File: src/rtl/chip8_instruction_core_assert.svh
// Assertion macros used by the RTL data path module.
`ifndef CHIP8_INSTRUCTION_CORE_ASSERT_SVH
`define CHIP8_INSTRUCTION_CORE_ASSERT_SVH

// The consequent must hold in the same cycle as the antecedent.
`define C8IC_ASSERT_NOW(lbl, ante, cons, msg) \
  lbl: assert property (@(posedge clk) disable iff (!rst_n) (ante) |-> (cons)) \
    else $error(msg);

// The consequent must hold in the cycle after the antecedent.
`define C8IC_ASSERT_NEXT(lbl, ante, cons, msg) \
  lbl: assert property (@(posedge clk) disable iff (!rst_n) (ante) |=> (cons)) \
    else $error(msg);

`endif

File: src/rtl/c8ic_pkg.sv
`default_nettype none
package c8ic_pkg;

  localparam int MEM_BYTES    = 4096;
  localparam int MEM_AW       = $clog2(MEM_BYTES);
  localparam int FONT_BYTES   = 80;
  localparam int FB_ROWS      = 32;
  localparam int FB_COLS      = 64;
  localparam int DEF_STACK_DEPTH = 16;

  localparam logic [11:0] START_RESET = 12'd512;

  localparam int IN_DATA_W  = 56;
  localparam int OUT_DATA_W = 104;
  localparam int CFG_AW     = 3;
  localparam logic [CFG_AW-1:0] REG_START_ADDRESS = 3'd0;

  localparam logic [1:0] KIND_EXEC  = 2'd0;
  localparam logic [1:0] KIND_TICK  = 2'd1;
  localparam logic [1:0] KIND_WRITE = 2'd2;
  localparam logic [1:0] KIND_ROW   = 2'd3;

  localparam logic [1:0] STAT_OK        = 2'd0;
  localparam logic [1:0] STAT_UNDERFLOW = 2'd1;
  localparam logic [1:0] STAT_OVERFLOW  = 2'd2;
  localparam logic [1:0] STAT_INVALID   = 2'd3;

  localparam logic [3:0] OPG_SYS    = 4'h0;
  localparam logic [3:0] OPG_JP     = 4'h1;
  localparam logic [3:0] OPG_CALL   = 4'h2;
  localparam logic [3:0] OPG_SE_NN  = 4'h3;
  localparam logic [3:0] OPG_SNE_NN = 4'h4;
  localparam logic [3:0] OPG_SE_V   = 4'h5;
  localparam logic [3:0] OPG_LD_NN  = 4'h6;
  localparam logic [3:0] OPG_ADD_NN = 4'h7;
  localparam logic [3:0] OPG_ALU    = 4'h8;
  localparam logic [3:0] OPG_SNE_V  = 4'h9;
  localparam logic [3:0] OPG_LD_I   = 4'hA;
  localparam logic [3:0] OPG_JP_V0  = 4'hB;
  localparam logic [3:0] OPG_RND    = 4'hC;
  localparam logic [3:0] OPG_DRAW   = 4'hD;
  localparam logic [3:0] OPG_KEY    = 4'hE;
  localparam logic [3:0] OPG_MISC   = 4'hF;

  localparam logic [15:0] OP_CLS = 16'h00E0;
  localparam logic [15:0] OP_RET = 16'h00EE;

  localparam logic [3:0] ALU_MOV = 4'h0;
  localparam logic [3:0] ALU_OR  = 4'h1;
  localparam logic [3:0] ALU_AND = 4'h2;
  localparam logic [3:0] ALU_XOR = 4'h3;
  localparam logic [3:0] ALU_ADD = 4'h4;
  localparam logic [3:0] ALU_SUB = 4'h5;
  localparam logic [3:0] ALU_SHR = 4'h6;
  localparam logic [3:0] ALU_SBN = 4'h7;
  localparam logic [3:0] ALU_SHL = 4'hE;

  localparam logic [7:0] KEY_DOWN = 8'h9E;
  localparam logic [7:0] KEY_UP   = 8'hA1;

  localparam logic [7:0] FN_GET_DT  = 8'h07;
  localparam logic [7:0] FN_WAITKEY = 8'h0A;
  localparam logic [7:0] FN_SET_DT  = 8'h15;
  localparam logic [7:0] FN_SET_ST  = 8'h18;
  localparam logic [7:0] FN_ADD_I   = 8'h1E;
  localparam logic [7:0] FN_FONT    = 8'h29;
  localparam logic [7:0] FN_BCD     = 8'h33;
  localparam logic [7:0] FN_STORE   = 8'h55;
  localparam logic [7:0] FN_LOAD    = 8'h65;

  typedef enum logic [4:0] {
    C_NONE, C_CLR, C_ACCEPT, C_ONE, C_FETCH0, C_FETCH1, C_FETCH2, C_REGRD,
    C_EXEC, C_DRAW_RD, C_DRAW_WR, C_BCD, C_STORE_RD, C_STORE_WR,
    C_LOAD_RD, C_LOAD_WR, C_WRVF, C_RESP
  } cmd_t;

  typedef enum logic [2:0] {
    SQ_NONE, SQ_VF, SQ_DRAW, SQ_BCD, SQ_STORE, SQ_LOAD
  } seq_t;

  typedef struct packed {
    logic clr_last;
    seq_t seq;
    logic draw_empty;
    logic draw_last;
    logic bcd_last;
    logic blk_last;
    logic out_free;
  } sts_t;

  localparam logic [7:0] FONT_ROM [FONT_BYTES] = '{
    8'hF0, 8'h90, 8'h90, 8'h90, 8'hF0, 8'h20, 8'h60, 8'h20, 8'h20, 8'h70,
    8'hF0, 8'h10, 8'hF0, 8'h80, 8'hF0, 8'hF0, 8'h10, 8'hF0, 8'h10, 8'hF0,
    8'h90, 8'h90, 8'hF0, 8'h10, 8'h10, 8'hF0, 8'h80, 8'hF0, 8'h10, 8'hF0,
    8'hF0, 8'h80, 8'hF0, 8'h90, 8'hF0, 8'hF0, 8'h10, 8'h20, 8'h40, 8'h40,
    8'hF0, 8'h90, 8'hF0, 8'h90, 8'hF0, 8'hF0, 8'h90, 8'hF0, 8'h10, 8'hF0,
    8'hF0, 8'h90, 8'hF0, 8'h90, 8'h90, 8'hE0, 8'h90, 8'hE0, 8'h90, 8'hE0,
    8'hF0, 8'h80, 8'h80, 8'h80, 8'hF0, 8'hE0, 8'h90, 8'h90, 8'h90, 8'hE0,
    8'hF0, 8'h80, 8'hF0, 8'h80, 8'hF0, 8'hF0, 8'h80, 8'hF0, 8'h80, 8'h80
  };

  function automatic logic [7:0] font_byte(input logic [MEM_AW-1:0] a);
    logic [7:0] b;
    b = 8'd0;
    if (a < MEM_AW'(FONT_BYTES)) begin
      b = FONT_ROM[a[6:0]];
    end
    return b;
  endfunction

  // Shift-and-add-three conversion: hundreds, tens and ones from the top down.
  function automatic logic [11:0] bcd_of(input logic [7:0] v);
    logic [19:0] s;
    s = {12'd0, v};
    for (int i = 0; i < 8; i++) begin
      if (s[11:8] >= 4'd5) s[11:8] = s[11:8] + 4'd3;
      if (s[15:12] >= 4'd5) s[15:12] = s[15:12] + 4'd3;
      if (s[19:16] >= 4'd5) s[19:16] = s[19:16] + 4'd3;
      s = s << 1;
    end
    return s[19:8];
  endfunction

endpackage
`default_nettype wire

File: src/rtl/c8ic_ctrl.sv
`default_nettype none
module c8ic_ctrl (
  input  wire logic          clk,
  input  wire logic          rst_n,
  input  wire logic          in_tvalid,
  input  wire logic [1:0]    in_kind,
  input  wire c8ic_pkg::sts_t sts,
  output logic               in_tready,
  output c8ic_pkg::cmd_t     cmd
);
  import c8ic_pkg::*;

  typedef enum logic [16:0] {
    ST_CLR      = 17'b00000000000000001,
    ST_IDLE     = 17'b00000000000000010,
    ST_ONE      = 17'b00000000000000100,
    ST_FETCH0   = 17'b00000000000001000,
    ST_FETCH1   = 17'b00000000000010000,
    ST_FETCH2   = 17'b00000000000100000,
    ST_REGRD    = 17'b00000000001000000,
    ST_EXEC     = 17'b00000000010000000,
    ST_DRAW_RD  = 17'b00000000100000000,
    ST_DRAW_WR  = 17'b00000001000000000,
    ST_BCD      = 17'b00000010000000000,
    ST_STORE_RD = 17'b00000100000000000,
    ST_STORE_WR = 17'b00001000000000000,
    ST_LOAD_RD  = 17'b00010000000000000,
    ST_LOAD_WR  = 17'b00100000000000000,
    ST_WRVF     = 17'b01000000000000000,
    ST_RESP     = 17'b10000000000000000
  } state_t;

  state_t state_r, state_nxt;

  always_comb begin
    state_nxt = state_r;
    cmd       = C_NONE;
    in_tready = 1'b0;
    unique case (state_r)
      ST_CLR: begin
        cmd = C_CLR;
        if (sts.clr_last) state_nxt = ST_IDLE;
      end
      ST_IDLE: begin
        in_tready = 1'b1;
        if (in_tvalid) begin
          cmd       = C_ACCEPT;
          state_nxt = (in_kind == KIND_EXEC) ? ST_FETCH0 : ST_ONE;
        end
      end
      ST_ONE: begin
        cmd       = C_ONE;
        state_nxt = ST_RESP;
      end
      ST_FETCH0: begin
        cmd       = C_FETCH0;
        state_nxt = ST_FETCH1;
      end
      ST_FETCH1: begin
        cmd       = C_FETCH1;
        state_nxt = ST_FETCH2;
      end
      ST_FETCH2: begin
        cmd       = C_FETCH2;
        state_nxt = ST_REGRD;
      end
      ST_REGRD: begin
        cmd       = C_REGRD;
        state_nxt = ST_EXEC;
      end
      ST_EXEC: begin
        cmd = C_EXEC;
        case (sts.seq)
          SQ_VF:    state_nxt = ST_WRVF;
          SQ_DRAW:  state_nxt = sts.draw_empty ? ST_WRVF : ST_DRAW_RD;
          SQ_BCD:   state_nxt = ST_BCD;
          SQ_STORE: state_nxt = ST_STORE_RD;
          SQ_LOAD:  state_nxt = ST_LOAD_RD;
          default:  state_nxt = ST_RESP;
        endcase
      end
      ST_DRAW_RD: begin
        cmd       = C_DRAW_RD;
        state_nxt = ST_DRAW_WR;
      end
      ST_DRAW_WR: begin
        cmd       = C_DRAW_WR;
        state_nxt = sts.draw_last ? ST_WRVF : ST_DRAW_RD;
      end
      ST_BCD: begin
        cmd = C_BCD;
        if (sts.bcd_last) state_nxt = ST_RESP;
      end
      ST_STORE_RD: begin
        cmd       = C_STORE_RD;
        state_nxt = ST_STORE_WR;
      end
      ST_STORE_WR: begin
        cmd       = C_STORE_WR;
        state_nxt = sts.blk_last ? ST_RESP : ST_STORE_RD;
      end
      ST_LOAD_RD: begin
        cmd       = C_LOAD_RD;
        state_nxt = ST_LOAD_WR;
      end
      ST_LOAD_WR: begin
        cmd       = C_LOAD_WR;
        state_nxt = sts.blk_last ? ST_RESP : ST_LOAD_RD;
      end
      ST_WRVF: begin
        cmd       = C_WRVF;
        state_nxt = ST_RESP;
      end
      ST_RESP: begin
        if (sts.out_free) begin
          cmd       = C_RESP;
          state_nxt = ST_IDLE;
        end
      end
      default: state_nxt = ST_CLR;
    endcase
  end

  always_ff @(posedge clk) begin
    if (!rst_n) begin
      state_r <= ST_CLR;
    end else begin
      state_r <= state_nxt;
    end
  end

endmodule
`default_nettype wire

File: config.mk
export PLATFORM = sky130hd
export DESIGN_NAME = c8ic_ctrl
export DESIGN_NICKNAME = d
export VERILOG_FILES = /design/src/rtl/chip8_instruction_core_assert.svh /design/src/rtl/c8ic_pkg.sv /design/src/rtl/c8ic_ctrl.sv
export SDC_FILE = /design/constraint.sdc
export NUM_CORES = 1
export LEC_CHECK = 0
export BUFFER_PORTS_ARGS = -buffer_cell sky130_fd_sc_hd__buf_2
export CAP_MARGIN = 15
export CORE_MARGIN = 10
export CORE_UTILIZATION = 55
export CTS_BUF_LIST = sky130_fd_sc_hd__clkbuf_8
export CTS_CLUSTER_SIZE = 40
export DETAILED_ROUTE_END_ITERATION = 7
export GPL_ROUTABILITY_DRIVEN = 0
export HOLD_SLACK_MARGIN = 0.12
export PLACE_DENSITY = 0.79
export SLEW_MARGIN = 15
export SYNTH_ARGS = -nofsm -noshare
export SYNTH_HDL_FRONTEND = slang
export SYNTH_SLANG_ARGS = --single-unit
export TNS_END_PERCENT = 30
File: constraint.sdc
create_clock -name clk -period 4.6 [get_ports clk]
set_input_delay 1.15 -clock clk [delete_from_list [all_inputs] [get_ports clk]]
set_output_delay 1.15 -clock clk [all_outputs]
set_load 0.01 [all_outputs]
==> Yosys cells after proc, flatten, opt, wreduce, memory -nomap -nowiden <==
Index checks and enable logic that the tools add are counted.
Widths: inputs -> output; s select.
{ "word_totals": {"regBits": 17, "inputBits": 14, "output_inout_bits": 6, "elab_cells": 45} }
{ "op_classes": {"eq_ne": 26, "mux": 15, "reduce_logical": 3} }
{ "op_table": {"columns": ["op", "n"], "rows": [
  ["$pmux 17 s16", 1],
  ["$mux 17", 6],
  ["$pmux 17 s5", 1],
  ["$pmux 5 s17", 1],
  ["$mux 16", 2],
  ["$eq 17x1->1 const B", 1],
  ["$eq 17x10->1 const B", 1],
  ["$eq 17x11->1 const B", 1],
  ["$eq 17x12->1 const B", 1],
  ["$eq 17x13->1 const B", 1],
  ["$eq 17x14->1 const B", 1],
  ["$eq 17x15->1 const B", 1],
  ["$eq 17x16->1 const B", 1],
  ["$eq 17x17->1 const B", 1],
  ["$eq 17x2->1 const B", 1],
  ["$eq 17x3->1 const B", 1],
  ["$eq 17x4->1 const B", 1],
  ["$eq 17x5->1 const B", 1],
  ["$eq 17x6->1 const B", 1],
  ["$eq 17x7->1 const B", 1],
  ["$eq 17x8->1 const B", 1],
  ["$eq 17x9->1 const B", 1],
  ["$ne 2x2->1 const B", 4],
  ["$eq 3x2->1 const B", 2],
  ["other kinds (9)", 10]
]} }

==> Depth between registers and ports, before layout <==
Gate-level depths: netlist of the first run.
{ "depth": {"depth_word": 4, "ltp_mapped": 7, "ltp_nobuf": 6} }

==> Least setup slack after synthesis of the first run <==
No wires, ideal clock.
{ "synth_timing": {"kind": "register -> output", "from": "reg state_r[12]", "to": "out cmd[1]", "arrival_time_ns": 1.757, "setup_slack_ns": 1.693, "stages_incl_launch_ff": 6, "path_buffers": 1, "path_cell_list": "dfxtp_1 -> buf_6 -> or4_4 -> or4_1 -> a21oi_1 -> nand4bb_1"} }
{ "synth_between": {"elab_chain_cells": 2, "elab_cells_between_ends": 18, "classes_between": "17 x eq/ne; 1 x mux"} }
{ "synth_rtl": {"columns": ["element", "line_no", "rtl"], "rows": [
  ["from (decl)", "c8ic_ctrl.sv:33", "state_t state_r, state_nxt;"],
  ["from (signal assigned)", "c8ic_ctrl.sv:128", "state_r <= state_nxt;"],
  ["$eq 17x17->1, or another cell as far along", "c8ic_ctrl.sv:39", "unique case (state_r)"],
  ["$pmux 5 s17 *", "c8ic_ctrl.sv:39", null],
  ["to (decl)", "c8ic_ctrl.sv:9", "output c8ic_pkg::cmd_t cmd"]
]} }
Every way passes the cells marked *; elsewhere a longest branch is shown, timed or not.

==> Worst setup path in the final report of the first run <==
{ "layout_timing": {"from": "reg state_r[12]", "to": "out cmd[3]"} }
The elaborated chain is that of the path after synthesis.

==> results of run 1 <==
Yosys cell counts, types with 4 or more instances:
cell type and n:
sky130_fd_sc_hd__nand2_1 6, sky130_fd_sc_hd__and2_1 5, sky130_fd_sc_hd__nand2b_1 5, sky130_fd_sc_hd__nand4_1 4, sky130_fd_sc_hd__dfxtp_1 17, sky130_fd_sc_hd__a21oi_1 4
sky130_fd_sc_hd__nor2_1 13, sky130_fd_sc_hd__nor3b_1 4, sky130_fd_sc_hd__nor4_1 4, sky130_fd_sc_hd__nand3_1 8, sky130_fd_sc_hd__nand4b_1 4, sky130_fd_sc_hd__nor3_1 12
sky130_fd_sc_hd__inv_1 4
logic make-up (layout without fill, tap and decap cells):
logic type,after synthesis,after routing
AND/OR/NAND/NOR,96,96
AO/OA/AOI/OAI,25,25
flip-flops,17,17
buffers and inverters,9,27
XOR/XNOR,3,3
layout make-up:
class | count | area [um^2]
Clock inverter | 1 | 3.75
Clock buffer | 3 | 41.3
Fill cell | 199 | 798
Multi-Input combinational cell | 124 | 883
Timing Repair Buffer | 19 | 95.1
Inverter | 4 | 15.0
Tap cell | 28 | 35.0
Sequential cell | 17 | 340
where the power goes:
part / internal [uW] / leakage [uW] / switching (uW)
clock network: 59.3 / 0.0000269 / 51.2
logic: 24.9 / 0.000397 / 37.7
registers: 150 / 0.000137 / 4.45
layer usage:
layer,vias to the layer above,share of wire,track usage
met1,638,0.39,0.214
met2,93,0.45,0.262
met4,0,0.039,0.0804
met5,-,0,0
met3,20,0.13,0.0424
li1,616,-,-
critical path, cell delays in order, from the launching register on:
cell and delay, ps:
sky130_fd_sc_hd__dfxtp_1 410, sky130_fd_sc_hd__nor4_4 520, sky130_fd_sc_hd__nand4_2 210, sky130_fd_sc_hd__or4b_4 600
sky130_fd_sc_hd__or4b_4 230, sky130_fd_sc_hd__buf_2 130
through the flow:
stage | util | power, uW | setup WS, ps | hold WS (ps)
6_report | 0.639 | 327 | 1090 | 568
5_1_grt | 0.639 | 341 | 904 | 605
4_1_cts | 0.639 | 325 | 1180 | 558
3_5_place_dp | 0.619 | 217 | 1460 | 546
3_3_place_gp | 0.619 | 215 | 1530 | 546
2_1_floorplan | - | 195 | 1690 | 499
final timing paths:
kind / startpoint / end / slack [ps]
worst min register to register: state_r[4] / state_r[5] / 570
worst max register to register: state_r[12] / state_r[16] / 2200
worst max-delay path: state_r[12] / cmd[3] / 1090
worst min-delay path: state_r[4] / state_r[5] / 570
==> results_tabular.tex, run 1 <==
\begin{tabular}{lr}
\hline
Metric & Value \\
\hline
\multicolumn{2}{l}{\textbf{Setup path}} \\
\quad Crit end category & output port \\
\quad Length in cells of the worst reg-to-reg path & 6 \\
\quad CP Class & register to output port \\
\quad WP data required & $\sim$3500 ps \\
\quad Launching element type of the critical path & register \\
\quad Largest fanout of any net on the critical path & 8 \\
\quad Worst EP arrival & 2360 ps \\
\multicolumn{2}{l}{\textbf{Power and ir drop}} \\
\quad Maximum ir drop on the vdd rail & 198 uV \\
\quad Power per cell area & between 200 and 250 mW/mm\^{}2 \\
\quad Leak & between 0.0005 and 0.0006 uW \\
\multicolumn{2}{l}{\textbf{Timing}} \\
\quad Fraction of the cycle the final worst path needs & 0.763 \\
\quad Skew final & between 1.5 and 2 ps \\
\quad Final Slew Violations & 0 \\
\quad Endpoints failing hold & 0 \\
\quad Actual transition at the worst max-transition pin & a little over 800 ps \\
\quad Max-slew headroom at the worst pin & 0.443 \\
\quad Setup repair after global routing missed its margin & no \\
\quad Total negative slack for setup checks & 0 ps \\
\quad Final critical-path required period & approximately 3500 ps \\
\quad Number of setup violations in the final report & 0 \\
\quad F\_max & around 280 MHz \\
\multicolumn{2}{l}{\textbf{Routing}} \\
\quad Via count & 1367 \\
\quad Wire length reported by the detailed router & 3.62 mm \\
\quad Violation count after the first detailed-routing iteration & 153 \\
\quad Antenna-violating nets left & 0 \\
\quad DRC violation count after routing & 0 \\
\quad Drt via density & around 7.0 \\
\quad WL/cell & roughly 18 um \\
\quad Drt first pass iters & 5 \\
\multicolumn{2}{l}{\textbf{Logic synthesis}} \\
\quad Share of synthesized registers carrying an async set or reset & 0 \\
\quad Area fraction in compound gates after synthesis & 0.159 \\
\quad Largest family of logic cells by synthesized area & simple AND/OR/NAND/NOR gates \\
\quad Post-synth cell types & a little over 50 \\
\quad Number of warnings printed during yosys synthesis & 0 \\
\quad Simple-Gate Fraction of Synth Area & 0.512 \\
\quad Share of the synthesized netlist area taken by xor and xnor gates & 0.0205 \\
\quad Synth Instances & 150 \\
\quad Share of the synthesized area in the top cell type & 0.266 \\
\quad Cell type with the largest total area after synthesis & sky130\_fd\_sc\_hd\_\_dfxtp\_1 \\
\quad Adder-cell share of the synthesized area & 0 \\
\quad Portion of the post-synthesis area used by sequential elements & 0.266 \\
\quad Mux share of post-synthesis cell area & 0 \\
\quad Post-synth design cell area & 0.00128 mm\^{}2 \\
\quad Predominant post-synthesis flop cell & sky130\_fd\_sc\_hd\_\_dfxtp\_1 \\
\quad Largest cells by area after synthesis & sky130\_fd\_sc\_hd\_\_dfxtp\_1 (27\%), sky130\_fd\_sc\_hd\_\_nor4\_4 (5.0\%), sky130\_fd\_sc\_hd\_\_nor3\_1 (4.7\%) \\
\quad Register bit count reported by yosys & 17 \\
\quad Post-synthesis area per instance & approximately 8.5 um\^{}2 \\
\quad Number of enable-type register cells in the synthesized netlist & 0 \\
\quad Total nets after synthesis & $\sim$160 \\
\multicolumn{2}{l}{\textbf{Floorplanning}} \\
\quad Number of primary I/O pins & 20 \\
\quad CORE AREA & 0.00221 mm\^{}2 \\
\quad Placement row count & 17 \\
\quad Chip height & roughly 68 um \\
\quad Floorplan die width & approximately 70 um \\
\quad Area of the die & 0.00465 mm\^{}2 \\
\quad Initial core utilization & 0.578 \\
\multicolumn{2}{l}{\textbf{Final layout}} \\
\quad Most frequent cells in the layout & sky130\_fd\_sc\_hd\_\_buf\_2 (19), sky130\_fd\_sc\_hd\_\_dfxtp\_1 (17), sky130\_fd\_sc\_hd\_\_nor2\_1 (13) \\
\quad Register with the most flip-flops & state\_r \\
\quad Post-Layout Inst Area & 0.00141 mm\^{}2 \\
\quad Final \#Nets & around 180 \\
\quad Most common cell after layout, fill and taps aside & sky130\_fd\_sc\_hd\_\_buf\_2 \\
\quad Largest register FFs & 17 \\
\quad Largest regs & state\_r (17) \\
\quad Number of standard cells in the layout, taps in and fillers out & between 150 and 200 \\
\quad Number of diodes added for antenna fixing & 0 \\
\quad Proportion of layout cells with a drive suffix above 1 & 0.196 \\
\quad Syn-to-layout area delta & 10.6\% \\
\multicolumn{2}{l}{\textbf{CTS}} \\
\quad Post-CTS Resized & 0 \\
\quad Count of hold buffers inserted by post-cts repair & 0 \\
\quad TritonCTS Buffers & 3 \\
\quad Worst-Skew Late Latency & around 250 ps \\
\quad Total setup buffers inserted after CTS & 0 \\
\quad CTS tree & built \\
\quad Clock Tree Buf Depth & 2 \\
\quad Clock Sinks & 17 \\
\quad Clock transition at the register clock pins on the worst setup and hold paths after CTS & approximately 60 ps \\
\quad Root buf cell & sky130\_fd\_sc\_hd\_\_clkbuf\_8 \\
\quad Htree depth & 1 \\
\multicolumn{2}{l}{\textbf{GRT}} \\
\quad GRT Residual Overflow & 0 \\
\quad Vias in the first global route & $\sim$1300 \\
\quad Wire length of the first global-routing pass & between 6 and 7 mm \\
\quad Gr usage total & 0.169 \\
\quad Pin count of the biggest net entering global routing & 11 \\
\quad Antenna violations before repair & 0 \\
\multicolumn{2}{l}{\textbf{Worst hold path}} \\
\quad Worst hold-check path type & register to register \\
\quad Min-Delay Path Depth & 2 \\
\multicolumn{2}{l}{\textbf{Place}} \\
\quad Placed Instances & around 190 \\
\quad Post-Place Cell Area & about 0.0014 mm\^{}2 \\
\quad IO buf count & 19 \\
\quad Half-perimeter wire length of the detailed placement result & approximately 2.8 mm \\
\multicolumn{2}{l}{\textbf{Job}} \\
\quad Number of maximum-capacitance violations & 0 \\
\multicolumn{2}{l}{\textbf{Outcome}} \\
\quad Status & finished, final reports clean \\
\hline
\end{tabular}
No activity file was read; power rests on OpenSTA's default activity.
==> run 2: changes to the inputs <==
clock period = 3.25 ns   (was 4.6 ns; I/O delays follow)
==> results_tabular.tex, run 2 (synthesis results as in run 1) <==
\begin{tabular}{lr}
\hline
Metric & Value \\
\hline
\multicolumn{2}{l}{\textbf{Timing}} \\
\quad Worst hold slack after final layout & 578 ps (+9.59 ps) \\
\quad Final Slew Violations & 0 (unchanged) \\
\quad Endpoints failing hold & 0 (unchanged) \\
\quad Setup repair after global routing missed its margin & no \\
\quad Skew final & 4.90 ps (+2.99 ps) \\
\quad Final critical-path required period & $\sim$3100 ps \\
\quad Total negative slack for setup checks & 0 ps (unchanged) \\
\quad F\_max & about 320 MHz \\
\quad Max-slew headroom at the worst pin & 0.464 (+0.0210) \\
\quad Number of setup violations in the final report & 0 (unchanged) \\
\quad Actual transition at the worst max-transition pin & 797 ps (-31.2 ps) \\
\quad Fraction of the cycle the final worst path needs & 0.954 \\
\multicolumn{2}{l}{\textbf{Setup path}} \\
\quad CP max stage delay & 430 ps (-170 ps) \\
\quad Worst-path cell with the longest stage delay & sky130\_fd\_sc\_hd\_\_nor3\_1 \\
\quad Worst reg2reg path startpoint & state\_r[10] \\
\quad Worst setup endpoint & cmd[0] \\
\quad Most numerous cell on the critical path & sky130\_fd\_sc\_hd\_\_nor3\_1 \\
\quad Reg2Reg Setup Slack & 880 ps (-1320 ps) \\
\quad Length in cells of the worst reg-to-reg path & 6 (unchanged) \\
\quad CP Class & register to output port \\
\quad WP data required & 2440 ps (-1010 ps) \\
\quad Worst path cell trace & nor3\_1 > nand2b\_1 > nor3\_1 > a41o\_1 > nand4b\_1 > buf\_2 \\
\quad Largest fanout of any net on the critical path & 8 (unchanged) \\
\quad Crit end category & output port \\
\quad Capturing point of the worst reg2reg path & state\_r[8] \\
\quad Launching element type of the critical path & register \\
\quad Worst EP arrival & 2290 ps (-70 ps) \\
\quad Worst setup path startpoint & state\_r[9] \\
\multicolumn{2}{l}{\textbf{CTS}} \\
\quad Clock transition at the register clock pins on the worst setup and hold paths after CTS & 70 ps (about the same) \\
\quad Htree depth & 1 (unchanged) \\
\quad Clock Tree Buf Depth & 2 (unchanged) \\
\quad Clock Sinks & 17 (unchanged) \\
\quad Root buf cell & sky130\_fd\_sc\_hd\_\_clkbuf\_8 \\
\quad TritonCTS Buffers & 3 (unchanged) \\
\quad CTS tree & built \\
\quad Worst-Skew Late Latency & 250 ps (about the same) \\
\multicolumn{2}{l}{\textbf{Routing}} \\
\quad WL/cell & 18.0 um (-2.5\%) \\
\quad Via count & 1325 (-3.1\%) \\
\quad Violation count after the first detailed-routing iteration & 101 (-34\%) \\
\quad Antenna-violating nets left & 0 (unchanged) \\
\quad Drt via density & 6.76 (-3.1\%) \\
\quad Drt first pass iters & 5 (unchanged) \\
\quad Wire length reported by the detailed router & 3.53 mm (-2.5\%) \\
\quad DRC violation count after routing & 0 (unchanged) \\
\multicolumn{2}{l}{\textbf{GRT}} \\
\quad Gr usage total & 0.161 (-0.00771) \\
\quad Pin count of the biggest net entering global routing & 11 (unchanged) \\
\quad Vias in the first global route & 1329 (+5.8\%) \\
\quad Wire length of the first global-routing pass & 5.97 mm (-1.0\%) \\
\quad Antenna violations before repair & 0 (unchanged) \\
\quad GRT Residual Overflow & 0 (unchanged) \\
\multicolumn{2}{l}{\textbf{Final layout}} \\
\quad Register with the most flip-flops & state\_r \\
\quad Final \#Nets & 183 (unchanged) \\
\quad Proportion of layout cells with a drive suffix above 1 & 0.208 (+0.0119) \\
\quad Most frequent cells in the layout & sky130\_fd\_sc\_hd\_\_buf\_2 (19), sky130\_fd\_sc\_hd\_\_dfxtp\_1 (17), sky130\_fd\_sc\_hd\_\_nor2\_1 (13) \\
\quad Largest regs & state\_r (17) \\
\quad Most common cell after layout, fill and taps aside & sky130\_fd\_sc\_hd\_\_buf\_2 \\
\quad Syn-to-layout area delta & 11.5\% \\
\quad Largest register FFs & 17 (unchanged) \\
\quad Number of diodes added for antenna fixing & 0 (unchanged) \\
\multicolumn{2}{l}{\textbf{Floorplanning}} \\
\quad Area of the die & 0.00465 mm\^{}2 (unchanged) \\
\quad CORE AREA & 0.00221 mm\^{}2 (unchanged) \\
\quad Floorplan die width & 68.2 um (unchanged) \\
\quad Placement row count & 17 (unchanged) \\
\quad Initial core utilization & 0.578 (unchanged) \\
\quad Chip height & 68.2 um (unchanged) \\
\quad Number of primary I/O pins & 20 (unchanged) \\
\multicolumn{2}{l}{\textbf{Power and ir drop}} \\
\quad Power per cell area & 321 mW/mm\^{}2 (+39\%) \\
\quad Leak & 0.000564 uW (+0.49\%) \\
\quad Maximum ir drop on the vdd rail & 256 uV (+29\%) \\
\multicolumn{2}{l}{\textbf{Outcome}} \\
\quad Status & finished, final reports clean \\
\multicolumn{2}{l}{\textbf{Place}} \\
\quad Half-perimeter wire length of the detailed placement result & 2.77 mm (-0.81\%) \\
\quad IO buf count & 19 (unchanged) \\
\multicolumn{2}{l}{\textbf{Job}} \\
\quad Number of maximum-capacitance violations & 0 (unchanged) \\
\multicolumn{2}{l}{\textbf{Worst hold path}} \\
\quad Worst hold-check path type & register to register \\
\hline
\end{tabular}
## run 2: cell counts in the layout (fill, tap and decap cells not counted)
No cell type changed its count.
## run 2: worst min path at each step
| stage | startpoint | endpoint | slack [ps] | depth (start not counted) |
|---|---|---|---|---|
| 4_1_cts | state_r[4] | state_r[5] | 560 | 2 |
| 3_5_place_dp | state_r[4] | state_r[5] | 550 | 2 |
| 6_report | state_r[4] | state_r[5] | 580 | 2 |
| 3_3_place_gp | state_r[4] | state_r[5] | 550 | 2 |
| 2_1_floorplan | state_r[4] | state_r[5] | 500 | 2 |
| 5_1_grt | state_r[4] | state_r[5] | 610 | 2 |
## run 2: what timing repair did
item / CTS / global route
resized for setup: 0 / 2
endpoints found under the setup margin: 0 / 2
hold buffers: 0 / 0
buffers inserted: 0 / 0
## run 2: per-stage QoR
step | worst slack [ps] | util | std cells | area, um^2 | total power [uW]
floorplan | 681 | - | 150 | 1280 | 275
global placement | 518 | 0.619 | 192 | 1370 | 305
detailed placement | 496 | 0.619 | 192 | 1370 | 306
CTS | 205 | 0.639 | 196 | 1410 | 456
global route | 10.3 | 0.645 | 196 | 1430 | 477
finish | 150 | 0.645 | 196 | 1430 | 457
## run 2: power by group
group	internal, uW	switching, uW
Clock	83.6	68.2
Sequential	212	6.49
Combinational	35.6	51.9
## run 2: layout make-up
type	count	area, um^2
flip-flops and latches	17	340
multi-input cells	124	896
well taps	28	35.0
repair buffers	19	95.1
clock inverters	1	3.75
inverters	4	15.0
fillers	191	786
clock buffers	3	41.3
## run 2: worst max-delay path: cells and delay by family (launching register included)
kind | cells | cell delay (ps)
flops | 1 | 400
compound gates | 1 | 320
simple gates | 4 | 1180
buf+inv | 1 | 140
## run 2: routing by layer
layer / vias to the layer above / global-route usage / routed length [um]
li1: 619 / - / -
met1: 598 / 0.202 / 1430
met2: 96 / 0.244 / 1620
met3: 12 / 0.0571 / 422
met4: 0 / 0.0678 / 64
met5: - / 0 / 0
